<file path="src/rtl/lscs_pkg.sv">
// ----------------------------------------------------------------------------
// lscs_pkg
// Shared types and codes of the link session command supervisor.
// ----------------------------------------------------------------------------
package lscs_pkg;

	localparam int unsigned ACTION_COUNT   = 32;
	localparam int unsigned ENDPOINT_COUNT = 16;
	localparam int unsigned CFG_ADDR_W     = 5;

	// event kinds
	localparam logic [3:0] KIND_TICK      = 4'd0;
	localparam logic [3:0] KIND_HEARTBEAT = 4'd1;
	localparam logic [3:0] KIND_STATUS    = 4'd2;
	localparam logic [3:0] KIND_BAD_FRAME = 4'd3;
	localparam logic [3:0] KIND_START     = 4'd4;
	localparam logic [3:0] KIND_POLL      = 4'd5;
	localparam logic [3:0] KIND_CANCEL    = 4'd6;
	localparam logic [3:0] KIND_LINK_ERR  = 4'd7;
	localparam logic [3:0] KIND_TAKE      = 4'd8;

	// step status
	localparam logic [2:0] ST_NOT_STARTED = 3'd0;
	localparam logic [2:0] ST_RUNNING     = 3'd1;
	localparam logic [2:0] ST_DONE        = 3'd2;
	localparam logic [2:0] ST_FAILED      = 3'd3;
	localparam logic [2:0] ST_CANCELLED   = 3'd4;

	// failure codes
	localparam logic [3:0] FAIL_NONE        = 4'd0;
	localparam logic [3:0] FAIL_PEER_RESET  = 4'd1;
	localparam logic [3:0] FAIL_TIMEOUT     = 4'd2;
	localparam logic [3:0] FAIL_UNAVAILABLE = 4'd3;
	localparam logic [3:0] FAIL_PROTOCOL    = 4'd4;

	// emitted commands
	localparam logic [1:0] CMD_NONE   = 2'd0;
	localparam logic [1:0] CMD_START  = 2'd1;
	localparam logic [1:0] CMD_CANCEL = 2'd2;

	// register indexes
	localparam logic [2:0] REG_HEARTBEAT_INTERVAL = 3'd0;
	localparam logic [2:0] REG_LINK_TIMEOUT       = 3'd1;
	localparam logic [2:0] REG_RETRY_INTERVAL     = 3'd2;
	localparam logic [2:0] REG_PEER_ENDPOINT      = 3'd3;
	localparam logic [2:0] REG_ALLOWED_ACTIONS    = 3'd4;
	localparam logic [2:0] REG_OWN_SESSION        = 3'd5;

	typedef struct packed {
		logic [31:0] heartbeat_interval;
		logic [31:0] link_timeout;
		logic [31:0] retry_interval;
		logic [3:0]  peer_endpoint;
		logic [31:0] allowed_actions;
		logic [31:0] own_session;
	} cfg_t;

	typedef struct packed {
		logic [3:0]  kind;
		logic [31:0] now_ms;
		logic [3:0]  sender;
		logic [31:0] exec_sess;
		logic [31:0] requester_session;
		logic [31:0] exec_tag;
		logic [31:0] cmd_tag;
		logic [2:0]  step_status;
		logic [3:0]  step_failure;
		logic [4:0]  action;
		logic        link_ready;
	} item_t;

	typedef struct packed {
		logic        heartbeat_sent;
		logic [1:0]  command_sent;
		logic [31:0] out_cmd_tag;
		logic [31:0] out_exec_tag;
		logic [4:0]  out_action;
		logic        ok;
		logic [2:0]  result_status;
		logic [3:0]  result_failure;
		logic [3:0]  taken_fault;
		logic [31:0] stale_count;
		logic [31:0] bad_frame_count;
		logic [31:0] resend_count;
	} result_t;

	typedef struct packed {
		logic [31:0] executor_session;
		logic [31:0] previous_session;
		logic [31:0] last_receive_time;
		logic [31:0] last_heartbeat_time;
		logic [31:0] last_send_time;
		logic        active;
		logic        cancel_wait;
		logic [2:0]  held_status;
		logic [3:0]  held_failure;
		logic [3:0]  peer_fault;
		logic [31:0] next_id;
		logic [31:0] current_id;
		logic [31:0] current_execution;
		logic [4:0]  current_action;
		logic [31:0] stale_events;
		logic [31:0] bad_frames;
		logic [31:0] resends;
	} state_t;

	// state after reset: everything clear, command ids start at one
	function automatic state_t state_reset();
		state_t s;
		s = '0;
		s.next_id = 32'd1;
		return s;
	endfunction

	function automatic logic waited(logic [31:0] now, logic [31:0] then_t, logic [31:0] span);
		logic [31:0] diff;
		diff = now - then_t;
		return diff >= span;
	endfunction

	function automatic logic is_terminal(logic [2:0] st);
		return st == ST_DONE || st == ST_FAILED || st == ST_CANCELLED;
	endfunction

endpackage

</file>
<file path="src/rtl/lscs_cfg_regs.sv">
// ----------------------------------------------------------------------------
// lscs_cfg_regs
// APB register file holding the supervisor configuration.
// ----------------------------------------------------------------------------
module lscs_cfg_regs (
	input  logic                            clk,
	input  logic                            arst_n,
	input  logic                            psel,
	input  logic                            penable,
	input  logic                            pwrite,
	input  logic [lscs_pkg::CFG_ADDR_W-1:0] paddr,
	input  logic [31:0]                     pwdata,
	output logic [31:0]                     prdata,
	output logic                            pready,
	output lscs_pkg::cfg_t                  cfg
);

	lscs_pkg::cfg_t cfg_q;
	logic [2:0]     reg_idx;
	logic           wr_en;

	assign pready  = 1'b1;
	assign reg_idx = paddr[4:2];
	assign wr_en   = psel && penable && pwrite;
	assign cfg     = cfg_q;

	always_ff @(posedge clk or negedge arst_n) begin
		if (!arst_n) begin
			cfg_q.heartbeat_interval <= 32'd100;
			cfg_q.link_timeout       <= 32'd500;
			cfg_q.retry_interval     <= 32'd200;
			cfg_q.peer_endpoint      <= 4'd1;
			cfg_q.allowed_actions    <= 32'd1;
			cfg_q.own_session        <= 32'd1;
		end else if (wr_en) begin
			unique case (reg_idx)
				lscs_pkg::REG_HEARTBEAT_INTERVAL: cfg_q.heartbeat_interval <= pwdata;
				lscs_pkg::REG_LINK_TIMEOUT:       cfg_q.link_timeout       <= pwdata;
				lscs_pkg::REG_RETRY_INTERVAL:     cfg_q.retry_interval     <= pwdata;
				lscs_pkg::REG_PEER_ENDPOINT:      cfg_q.peer_endpoint      <= pwdata[3:0];
				lscs_pkg::REG_ALLOWED_ACTIONS:    cfg_q.allowed_actions    <= pwdata;
				lscs_pkg::REG_OWN_SESSION:        cfg_q.own_session        <= pwdata;
				default: ;
			endcase
		end
	end

	always_comb begin
		unique case (reg_idx)
			lscs_pkg::REG_HEARTBEAT_INTERVAL: prdata = cfg_q.heartbeat_interval;
			lscs_pkg::REG_LINK_TIMEOUT:       prdata = cfg_q.link_timeout;
			lscs_pkg::REG_RETRY_INTERVAL:     prdata = cfg_q.retry_interval;
			lscs_pkg::REG_PEER_ENDPOINT:      prdata = {28'd0, cfg_q.peer_endpoint};
			lscs_pkg::REG_ALLOWED_ACTIONS:    prdata = cfg_q.allowed_actions;
			lscs_pkg::REG_OWN_SESSION:        prdata = cfg_q.own_session;
			default:                          prdata = 32'd0;
		endcase
	end

endmodule

</file>
<file path="src/rtl/lscs_engine.sv">
// ----------------------------------------------------------------------------
// lscs_engine
// Session, timer and command state with its single-pass next-state logic.
// ----------------------------------------------------------------------------
module lscs_engine (
	input  logic              clk,
	input  logic              arst_n,
	input  logic              advance,
	input  lscs_pkg::item_t   item,
	input  lscs_pkg::cfg_t    cfg,
	output lscs_pkg::result_t res
);

	lscs_pkg::state_t state_q;
	lscs_pkg::state_t nxt;

	logic        hb, ok, polled;
	logic [1:0]  sent;
	logic [3:0]  pf_out;
	logic [2:0]  p_status;
	logic [3:0]  p_failure;
	logic        changed;
	logic        stop;

	always_comb begin
		nxt       = state_q;
		hb        = 1'b0;
		ok        = 1'b0;
		polled    = 1'b0;
		sent      = lscs_pkg::CMD_NONE;
		pf_out    = lscs_pkg::FAIL_NONE;
		p_status  = lscs_pkg::ST_NOT_STARTED;
		p_failure = lscs_pkg::FAIL_NONE;
		changed   = 1'b0;
		stop      = 1'b0;

		// session tracking shared by heartbeat and status frames
		if (item.kind == lscs_pkg::KIND_HEARTBEAT || item.kind == lscs_pkg::KIND_STATUS) begin
			changed = state_q.executor_session != '0 &&
				state_q.executor_session != item.exec_sess;
		end

		unique case (item.kind)
			lscs_pkg::KIND_TICK: begin
				if (state_q.last_heartbeat_time == '0 ||
					lscs_pkg::waited(item.now_ms, state_q.last_heartbeat_time,
					cfg.heartbeat_interval)) begin
					hb = item.link_ready;
					nxt.last_heartbeat_time = item.now_ms;
				end
				if (state_q.executor_session != '0 &&
					lscs_pkg::waited(item.now_ms, state_q.last_receive_time,
					cfg.link_timeout)) begin
					nxt.executor_session = '0;
					nxt.peer_fault = lscs_pkg::FAIL_TIMEOUT;
					if (state_q.active) begin
						nxt.held_status  = lscs_pkg::ST_FAILED;
						nxt.held_failure = lscs_pkg::FAIL_TIMEOUT;
					end
				end
				// retry looks at the status after a possible link loss
				if (nxt.active && (nxt.held_status == lscs_pkg::ST_RUNNING || nxt.cancel_wait) &&
					lscs_pkg::waited(item.now_ms, state_q.last_send_time,
					cfg.retry_interval)) begin
					if (item.link_ready) begin
						sent = nxt.cancel_wait ? lscs_pkg::CMD_CANCEL : lscs_pkg::CMD_START;
						nxt.resends = state_q.resends + 32'd1;
					end
					nxt.last_send_time = item.now_ms;
				end
			end
			lscs_pkg::KIND_HEARTBEAT, lscs_pkg::KIND_STATUS: begin
				if (item.kind == lscs_pkg::KIND_HEARTBEAT &&
					!(32'(item.sender) < 32'(lscs_pkg::ENDPOINT_COUNT) &&
					item.sender == cfg.peer_endpoint)) begin
					nxt.bad_frames = state_q.bad_frames + 32'd1;
				end else if (item.kind == lscs_pkg::KIND_STATUS &&
					item.requester_session != cfg.own_session) begin
					nxt.stale_events = state_q.stale_events + 32'd1;
				end else begin
					stop = changed;
					if (changed && item.exec_sess == state_q.previous_session) begin
						nxt.stale_events = state_q.stale_events + 32'd1;
					end else begin
						if (changed) begin
							nxt.previous_session = state_q.executor_session;
							nxt.peer_fault       = lscs_pkg::FAIL_PEER_RESET;
							nxt.cancel_wait      = 1'b0;
							if (state_q.active) begin
								nxt.held_status  = lscs_pkg::ST_FAILED;
								nxt.held_failure = lscs_pkg::FAIL_PEER_RESET;
							end
						end
						nxt.executor_session  = item.exec_sess;
						nxt.last_receive_time = item.now_ms;
					end
					if (item.kind == lscs_pkg::KIND_STATUS && !stop) begin
						if (!state_q.active || item.exec_tag != state_q.current_execution ||
							item.cmd_tag != state_q.current_id) begin
							nxt.stale_events = state_q.stale_events + 32'd1;
						end else begin
							nxt.held_status  = item.step_status;
							nxt.held_failure = item.step_failure;
							if (state_q.cancel_wait && lscs_pkg::is_terminal(item.step_status)) begin
								nxt.active      = 1'b0;
								nxt.cancel_wait = 1'b0;
							end
						end
					end
				end
			end
			lscs_pkg::KIND_BAD_FRAME: begin
				nxt.bad_frames = state_q.bad_frames + 32'd1;
			end
			lscs_pkg::KIND_START: begin
				if (!state_q.active && 32'(item.action) < 32'(lscs_pkg::ACTION_COUNT) &&
					cfg.allowed_actions[item.action]) begin
					nxt.active      = 1'b1;
					nxt.cancel_wait = 1'b0;
					if (state_q.executor_session == '0) begin
						nxt.held_status  = lscs_pkg::ST_FAILED;
						nxt.held_failure = lscs_pkg::FAIL_UNAVAILABLE;
						ok = 1'b1;
					end else begin
						nxt.current_id = state_q.next_id;
						nxt.next_id    = (state_q.next_id == '1) ? 32'd1 : state_q.next_id + 32'd1;
						nxt.current_execution = item.exec_tag;
						nxt.current_action    = item.action;
						nxt.held_status       = lscs_pkg::ST_RUNNING;
						nxt.held_failure      = lscs_pkg::FAIL_NONE;
						nxt.last_send_time    = item.now_ms;
						if (item.link_ready) begin
							sent = lscs_pkg::CMD_START;
							ok   = 1'b1;
						end else begin
							nxt.active = 1'b0;
						end
					end
				end
			end
			lscs_pkg::KIND_POLL: begin
				polled = 1'b1;
				if (!state_q.active) begin
					p_status  = lscs_pkg::ST_FAILED;
					p_failure = lscs_pkg::FAIL_PROTOCOL;
				end else begin
					p_status  = state_q.held_status;
					p_failure = state_q.held_failure;
					if (lscs_pkg::is_terminal(state_q.held_status) && !state_q.cancel_wait) begin
						nxt.active = 1'b0;
					end
				end
			end
			lscs_pkg::KIND_CANCEL: begin
				if (state_q.active) begin
					if (item.link_ready) begin
						sent = lscs_pkg::CMD_CANCEL;
					end
					nxt.last_send_time = item.now_ms;
					nxt.held_status    = lscs_pkg::ST_CANCELLED;
					nxt.held_failure   = lscs_pkg::FAIL_NONE;
					nxt.cancel_wait    = 1'b1;
				end
			end
			lscs_pkg::KIND_LINK_ERR: begin
				nxt.peer_fault = lscs_pkg::FAIL_TIMEOUT;
				if (state_q.active) begin
					nxt.held_status  = lscs_pkg::ST_FAILED;
					nxt.held_failure = lscs_pkg::FAIL_TIMEOUT;
				end
			end
			lscs_pkg::KIND_TAKE: begin
				if (state_q.peer_fault != lscs_pkg::FAIL_NONE) begin
					ok             = 1'b1;
					pf_out         = state_q.peer_fault;
					nxt.peer_fault = lscs_pkg::FAIL_NONE;
				end
			end
			default: ;
		endcase

		res.heartbeat_sent  = hb;
		res.command_sent    = sent;
		res.out_cmd_tag     = nxt.current_id;
		res.out_exec_tag    = nxt.current_execution;
		res.out_action      = nxt.current_action;
		res.ok              = ok;
		res.result_status   = polled ? p_status : nxt.held_status;
		res.result_failure  = polled ? p_failure : nxt.held_failure;
		res.taken_fault     = pf_out;
		res.stale_count     = nxt.stale_events;
		res.bad_frame_count = nxt.bad_frames;
		res.resend_count    = nxt.resends;
	end

	always_ff @(posedge clk or negedge arst_n) begin
		if (!arst_n) begin
			state_q <= lscs_pkg::state_reset();
		end else if (advance) begin
			state_q <= nxt;
		end
	end

	a_id_nonzero: assert property (@(posedge clk) disable iff (!arst_n)
		state_q.next_id != '0)
		else $error("command id counter reached zero");

	a_cancel_needs_active: assert property (@(posedge clk) disable iff (!arst_n)
		state_q.cancel_wait |-> state_q.active)
		else $error("cancel pending without an active command");

	a_silent_start: assert property (@(posedge clk) disable iff (!arst_n)
		advance && item.kind == lscs_pkg::KIND_START && res.ok &&
		res.command_sent == lscs_pkg::CMD_NONE |-> state_q.executor_session == '0)
		else $error("accepted start sent nothing while an executor is known");

	a_take_clears: assert property (@(posedge clk) disable iff (!arst_n)
		advance && item.kind == lscs_pkg::KIND_TAKE |=> state_q.peer_fault == '0)
		else $error("peer fault survived a take");

endmodule

</file>
<file path="src/rtl/link_session_command_supervisor_core.sv">
// ----------------------------------------------------------------------------
// link_session_command_supervisor_core
// Requester-side link supervisor: session tracking, heartbeat, timeout and
// command retry, with an APB configuration port.
// ----------------------------------------------------------------------------
// One result beat comes out for every item beat taken in, in order. The block
// takes one item per clock: an item is held in the input register, the
// single-pass update of the session and command state runs between that
// register and the result register, and the result is loaded into the result
// register when the held item advances. Throughput drops below one beat
// per clock only while the result beat is stalled; the input register
// still takes one more item during such a stall, so the upstream side
// sees stall only once both registers are full. Configuration registers
// sit at byte address 4*i in the order heartbeat_interval, link_timeout,
// retry_interval, peer endpoint, allowed_actions, own_session; write them
// only while no item is in flight. All time compares use wrapping
// millisecond differences, and all event counters wrap at 2^32.
// ----------------------------------------------------------------------------
module link_session_command_supervisor_core (
	input  logic                            clk,
	input  logic                            arst_n,
	// item channel
	input  logic                            item_valid,
	output logic                            item_stall,
	input  lscs_pkg::item_t                 item,
	// result channel
	output logic                            result_valid,
	input  logic                            result_stall,
	output lscs_pkg::result_t               result,
	// configuration
	input  logic                            psel,
	input  logic                            penable,
	input  logic                            pwrite,
	input  logic [lscs_pkg::CFG_ADDR_W-1:0] paddr,
	input  logic [31:0]                     pwdata,
	output logic [31:0]                     prdata,
	output logic                            pready
);

	lscs_pkg::cfg_t    cfg;
	lscs_pkg::item_t   item_s1;
	logic              valid_s1;
	lscs_pkg::result_t res_comb;
	lscs_pkg::result_t result_q;
	logic              result_valid_q;
	logic              advance;
	logic              take_item;

	// advance the held item whenever the result register is free or draining
	assign advance    = valid_s1 && (!result_valid_q || !result_stall);
	assign item_stall = valid_s1 && !advance;
	assign take_item  = item_valid && !item_stall;

	lscs_cfg_regs u_cfg (
		.clk     (clk),
		.arst_n  (arst_n),
		.psel    (psel),
		.penable (penable),
		.pwrite  (pwrite),
		.paddr   (paddr),
		.pwdata  (pwdata),
		.prdata  (prdata),
		.pready  (pready),
		.cfg     (cfg)
	);

	lscs_engine u_engine (
		.clk     (clk),
		.arst_n  (arst_n),
		.advance (advance),
		.item    (item_s1),
		.cfg     (cfg),
		.res     (res_comb)
	);

	// input register: load a new beat, or drop the held one once it advances
	always_ff @(posedge clk or negedge arst_n) begin
		if (!arst_n) begin
			valid_s1 <= 1'b0;
		end else if (take_item) begin
			valid_s1 <= 1'b1;
		end else if (advance) begin
			valid_s1 <= 1'b0;
		end
	end

	always_ff @(posedge clk) begin
		if (take_item) begin
			item_s1 <= item;
		end
	end

	// result register: hold while stalled, drop once taken
	always_ff @(posedge clk or negedge arst_n) begin
		if (!arst_n) begin
			result_valid_q <= 1'b0;
		end else if (advance) begin
			result_valid_q <= 1'b1;
		end else if (!result_stall) begin
			result_valid_q <= 1'b0;
		end
	end

	always_ff @(posedge clk) begin
		if (advance) begin
			result_q <= res_comb;
		end
	end

	assign result_valid = result_valid_q;
	assign result       = result_q;

endmodule
</file>
<file path="config.mk">
export PLATFORM = sky130hd
export DESIGN_NAME = link_session_command_supervisor_core
export DESIGN_NICKNAME = d
export VERILOG_FILES = /design/src/rtl/lscs_pkg.sv /design/src/rtl/lscs_cfg_regs.sv /design/src/rtl/lscs_engine.sv /design/src/rtl/link_session_command_supervisor_core.sv
export SDC_FILE = /design/constraint.sdc
export NUM_CORES = 2
export LEC_CHECK = 0
export BUFFER_PORTS_ARGS = -buffer_cell sky130_fd_sc_hd__buf_4
export CORE_AREA = 2 2 293 295
export DETAILED_ROUTE_END_ITERATION = 7
export DIE_AREA = 0 0 295 297
export PLACE_DENSITY_LB_ADDON = 0.08
export SYNTH_ARGS = -nofsm -noshare
export SYNTH_HDL_FRONTEND = slang
export SYNTH_SLANG_ARGS = --single-unit
</file>
<file path="constraint.sdc">
create_clock -name clk -period 9.08 [get_ports clk]
set_input_delay 0.454 -clock clk [delete_from_list [all_inputs] [get_ports clk]]
set_output_delay 0.454 -clock clk [all_outputs]
set_load 0.02 [all_outputs]
</file>
## After elaboration in Yosys (flattened, before gate mapping)

Cells that the tools add are included.

| word-level totals | value |
|---|---|
| register bits after elaboration | 897 |
| logic and storage cells | 243 |
| output and inout bits | 215 |

| cells by class | value |
|---|---|
| magnitude comparators | 4 |
| bitwise operators | 4 |
| $add $sub $neg | 7 |
| reductions and logical operators | 64 |
| mux-type cells | 75 |
| equal/unequal tests | 41 |

Operators by type and width:

| kind | count |
|---|---|
| $mux 32 | 15 |
| $mux 96 | 3 |
| $mux 69 | 3 |
| $pmux 32 s6 | 1 |
| $add 32x1->32 const B | 4 |
| $ne 32x32->1 | 4 |
| $pmux 32 s2 | 2 |
| $ge 32x32->1 | 3 |
| $pmux 32 s3 | 1 |
| $sub 32x32->32 | 3 |
| $logic_not 32->1 | 2 |
| $mux 41 | 1 |
| $pmux 7 s5 | 1 |
| $mux 33 | 1 |
| $eq 32x32->1 | 1 |
| $eq 32x32->1 const B | 1 |
| $reduce_bool 32->1 | 1 |
| $mux 13 | 2 |
| $mux 12 | 2 |
| $reduce_and 6->1 | 4 |
| $mux 11 | 2 |
| $eq 3x2->1 const B | 6 |
| $mux 9 | 2 |
| $ne 2x1->1 const B | 9 |
| 36 further kinds | 121 |

## Longest topological paths before layout

| logic depth | value |
|---|---|
| depth in word-level cells | 12 |
| gate-level depth with buffers | 26 |

## By module

From an unflattened synthesis, not the netlist that was laid out.

| unflattened totals | value |
|---|---|
| cells, all modules | 4017 |
| area, all modules | 47918.5 um^2 |

By module, submodules not included:

| module | instances | area an instance (um^2) | seq. area each (um^2) | cells an instance |
|---|---|---|---|---|
| lscs_engine | 1 | 28909.0 | 9210.1 | 3081 |
| link_session_command_supervisor_core | 1 | 10933.0 | 10890.4 | 369 |
| lscs_cfg_regs | 1 | 8076.5 | 4122.7 | 567 |

## Worst setup path after synthesis

Ideal clock, no wire load.

| path | value |
|---|---|
| kind | register to register |
| start point | register result_valid_q (netlist: result_valid) |
| end point | register u_engine.state_q[41] (netlist name) |
| stages on the path, launching flop included | 7 |
| library setup time | 0.102 ns |
| data arrival time | 6.425 ns |
| required time | 8.978 ns |
| clock period less this slack | 6.527 ns |
| path slack | 2.553 ns |
| cell sequence | dfrtp_1 -> nand2_1 -> nand2_1 -> inv_2 -> buf_1 -> nand2_1 -> xnor2_1 |

| on the way | value |
|---|---|
| cells in the longest elaborated chain, start to end | 3 |

Ends and longest elaborated chain:

| item | RTL line | text |
|---|---|---|
| start, declared | link_session_command_supervisor_core.sv:45 | `logic result_valid_q;` |
| start signal, assigned | link_session_command_supervisor_core.sv:96 | `result_valid_q <= 1'b0;` |
| start signal, assigned | link_session_command_supervisor_core.sv:98 | `result_valid_q <= 1'b1;` |
| start signal, assigned | link_session_command_supervisor_core.sv:100 | `result_valid_q <= 1'b0;` |
| $logic_not 1->1 | link_session_command_supervisor_core.sv:50 | `assign advance = valid_s1 && (!result_valid_q \|\| !result_stall);` |
| $logic_or 1x1->1 | link_session_command_supervisor_core.sv:50 |  |
| $logic_and 1x1->1 | link_session_command_supervisor_core.sv:50 |  |
| via advance | link_session_command_supervisor_core.sv:46 | `logic advance;` |
| end signal, assigned | lscs_engine.sv:198 | `state_q <= lscs_pkg::state_reset();` |
| end signal, assigned | lscs_engine.sv:200 | `state_q <= nxt;` |
| end, declared | lscs_engine.sv:14 | `lscs_pkg::state_t state_q;` |

The timed path passes the listed nets, and every way through them passes these cells.
A chain may end at the register's enable or synchronous reset.

## Worst setup path after layout

| path | value |
|---|---|
| start point | register item_s1[145] (netlist name) |
| end point | register u_engine.state_q[230] (netlist name) |

| on the way | value |
|---|---|
| cells in the longest elaborated chain, start to end | 11 |
| elaborated cells on any way between the ends | 13 |

Ends and longest elaborated chain:

| item | RTL line | text |
|---|---|---|
| start, declared | link_session_command_supervisor_core.sv:41 | `lscs_pkg::item_t item_s1;` |
| start signal, assigned | link_session_command_supervisor_core.sv:89 | `item_s1 <= item;` |
| $sub 32x32->32 | lscs_pkg.sv:117 | `diff = now - then_t;` |
| $ge 32x32->1 | lscs_pkg.sv:118 | `return diff >= span;` |
| $logic_and 1x1->1 | lscs_engine.sv:51 | `if (state_q.executor_session != '0 &&` |
| $mux 11 | lscs_engine.sv:51 |  |
| $mux 11 | lscs_engine.sv:43 | `unique case (item.kind)` |
| $eq 3x1->1 | lscs_engine.sv:62 | `if (nxt.active && (nxt.held_status == lscs_pkg::ST_RUNNING \|\| nxt.cancel_wait) &&` |
| $logic_or 1x1->1 | lscs_engine.sv:62 |  |
| $logic_and 1x1->1 | lscs_engine.sv:62 |  |
| $logic_and 1x1->1 * | lscs_engine.sv:62 |  |
| $ne 2x1->1 (no line) * | - |  |
| $reduce_and 6->1 (no line) * | - |  |

Mark *: on every way between the ends. The rest lies on a longest branch, timed or not. The select of a mux whose other input is x is not followed.

==> results.cfg <==
[floorplanning]
die_area_um2 = 87600
io-pin-count = 440
start_util_pct = 53.4
fp.dieH_um = 297
die_w_um = 295
rows = 107
coreArea_um2 = 84500

[logic_synthesis]
synth_cell_types = 88
netlist_instances = 3997
yosysMostFrequentCell = dfrtp_1
synth_commonest_cells = 518 x dfrtp_1, 359 x edfxtp_1, 350 x nand2_1, 288 x o21ai_0, 281 x inv_1
yosys_warnings = 0
ys_seq_area_share_pct = 53.6
synth_edf_count = 359
syn_area_um2 = 45100
synth_ff_type = dfrtp_1
synthTopCellsByArea = dfrtp_1 29%, edfxtp_1 24%, mux2_2 6.7%, ha_1 5.4%, xnor2_1 5.2%
synth-async-reset-ratio_pct = 59.8
yosys.area.top_type = dfrtp_1
syn_avg_cell_area_um2 = 11.3
synth_seq_cells = 893
synth_top_area_share_pct = 28.7

[finish]
nFillCells = 6588
fin_nets = 5024
layout-drive-gt1-share_pct = 20.3
post-route-util_pct = 64.8
ff_latch_area_um2 = 24200
area_growth_pct = 21.4
multi_input_area_um2 = 19300

[detailed_routing]
wl_met2_um = 55100
vias_per_cell = 5.45
first_pass_iters = 8
final_antenna_net_count = 0
vias = 31912
wl_per_cell_um = 20.1
highest_layer = met5
m1WireLength_um = 52100
drc = 0
routed_wl_um = 117000
first_iter_violations = 1980
wl_met3_um = 6810

[worst_setup_path]
cp_top_family = compound AO/OA/AOI/OAI gates
r2r_end = u_engine.state_q[230]
worstSetupPathType = reg2reg
r2r_slack_ns = 1.65
cp_max_fo = 31
crit_buf_inv = 4
slowest_stage = a211oi_4
worst_ep_required_time_ns = 9.63
startpoint = item_s1[145]
arrival_ns = 7.99
r2r_cells = 26
cp.depth = 26
cpPeakStageDelay_ns = 0.77
r2r-start = item_s1[145]
worstSetupEndpoint = u_engine.state_q[230]
cp-end-kind = flop
start_kind = flop

[power_and_ir_drop]
ir_drop_uv = 172
p_leak_nw = 24.1
power_density_nw_per_um2 = 243

[timing]
tightest_slew_ns = 1.15
final_max_slew_viol_count = 0
timing_hold_violations_final = 0
max_freq_mhz = 135
rsz0062_at_grt = no
fin_skew_ns = 0.0222
fin_crit_ns = 7.43
fin_setup_tns_ns = 0
fin_crit_sh_pct = 81.9
slew_headroom_pct = 23.1
setup_viol = 0

[global_route]
grt_pass1_vias = 31477
grt_usage_pct = 26.8
overflow = 0
grt_pass1_wl_um = 182000
antenna_found_initial = 22
grt_max_degree = 157

[clocking]
postCtsResizedCells = 0
hold_buffers = 183
clock-sinks = 893
cts_tree = yes
clk_latency_ns = 0.66
cts_made_buffers = 98
cts_max_level = 3
cts.clk_slew.worst_paths_ns = 0.06
cts-root-buf = clkbuf_16
clock_path_buffers = 3
postCtsSetupRepairBufs = 0

[placed_design]
port-buffer-count = 434
globalplace.congestion = 0.898
place_hpwl_um = 84100

[run]
drv_cap = 0

[hold_path]
hold_path.class = in2reg

[outcome]
status = complete, no violations
-- cells by family after synthesis --
family          synth area share (%)
xor+xnor                        8.52
fa+ha+maj                       5.49
flops                           53.6
simple gates                    10.9
compound gates                  9.55
other cells                   0.0166
mux                             8.18
buf+inv                         3.79
-- layer usage --
metal / up-vias / global-route usage [%]
met1: 15467 / 37.7
met5: - / 0
met4: 14 / 8.83
met2: 820 / 42.4
li1: 15422 / -
met3: 189 / 4.48
-- worst min path at each step --
stage,start,end,slack (ns),cells past startpoint
2_1_floorplan,arst_n,result_valid,0.16,0
3_3_place_gp,u_engine.state_q[100],u_engine.state_q[100],0.45,2
3_5_place_dp,u_engine.state_q[98],u_engine.state_q[98],0.46,2
4_1_cts,pwdata[29],u_cfg.cfg[129],0.006,3
5_1_grt,pwdata[18],u_cfg.cfg[118],0.04,3
6_report,pwdata[29],u_cfg.cfg[129],0.04,3
-- through the flow --
step	std cells	hold WS (ns)	worst slack, ns	cell area [µm²]	power (mW)
5_1_grt	5844	0.0384	1.09	54800	14.1
3_5_place_dp	5464	0.460	1.67	49600	9.22
3_3_place_gp	5464	0.454	1.79	49600	9.12
2_1_floorplan	3998	0.158	2.55	45100	7.97
4_1_cts	5833	0.00583	1.61	54700	13.4
6_report	5852	0.0443	1.65	54800	13.3
-- flip-flops by register name, summed over array words and instances (netlist names) --
register and count:
u_engine.state_q 368, item_s1 181, result 178, u_cfg.cfg 164
result_valid 1, valid_s1 1
-- power breakdown --
| group | switching (mW) | internal [mW] |
|---|---|---|
| sequential | 0.409 | 4.84 |
| clock | 1.65 | 2.42 |
| combinational | 2.23 | 1.76 |
-- cell type report --
class	instances	area share [%]
Tap cell	1144	2.61
Sequential cell	893	44.1
Antenna cell	19	0.0868
Clock buffer	133	5.04
Clock inverter	53	1.02
Inverter	282	1.95
Multi-Input combinational cell	2673	35.3
Timing Repair Buffer	655	9.92
-- placed cells by master, fill, tap and decap left out, types with 99 or more instances in the layout --
cell type,instances
dfrtp_1,518
buf_4,467
clkbuf_16,102
inv_1,281
nand2_1,349
xor2_1,169
dlygate4sd3_1,183
edfxtp_1,359
a21oi_1,139
xnor2_1,270
nor2_1,164
mux2_2,270
o21ai_0,288
ha_1,193
nand3_1,99
-- worst register-to-register path, cell delays in order, from the launching register on --
cell and delay [ns]:
edfxtp_1 0.43, inv_1 0.14, ha_1 0.20, inv_1 0.06, fa_1 0.41, a211oi_1 0.32
o21ai_0 0.17, a31oi_1 0.40, o41ai_1 0.26, a31oi_1 0.33, a311oi_1 0.20, a211oi_1 0.43
a21oi_1 0.12, or2_2 0.29, xor2_1 0.15, ha_1 0.29, and4_1 0.17, a221oi_1 0.40
o21a_1 0.27, o311a_1 0.33, o211ai_1 0.18, a211o_1 0.32, buf_4 0.24, a211oi_4 0.77
buf_4 0.31, nand2_1 0.06, o21ai_0 0.10
(Power assumes the default switching activity.)
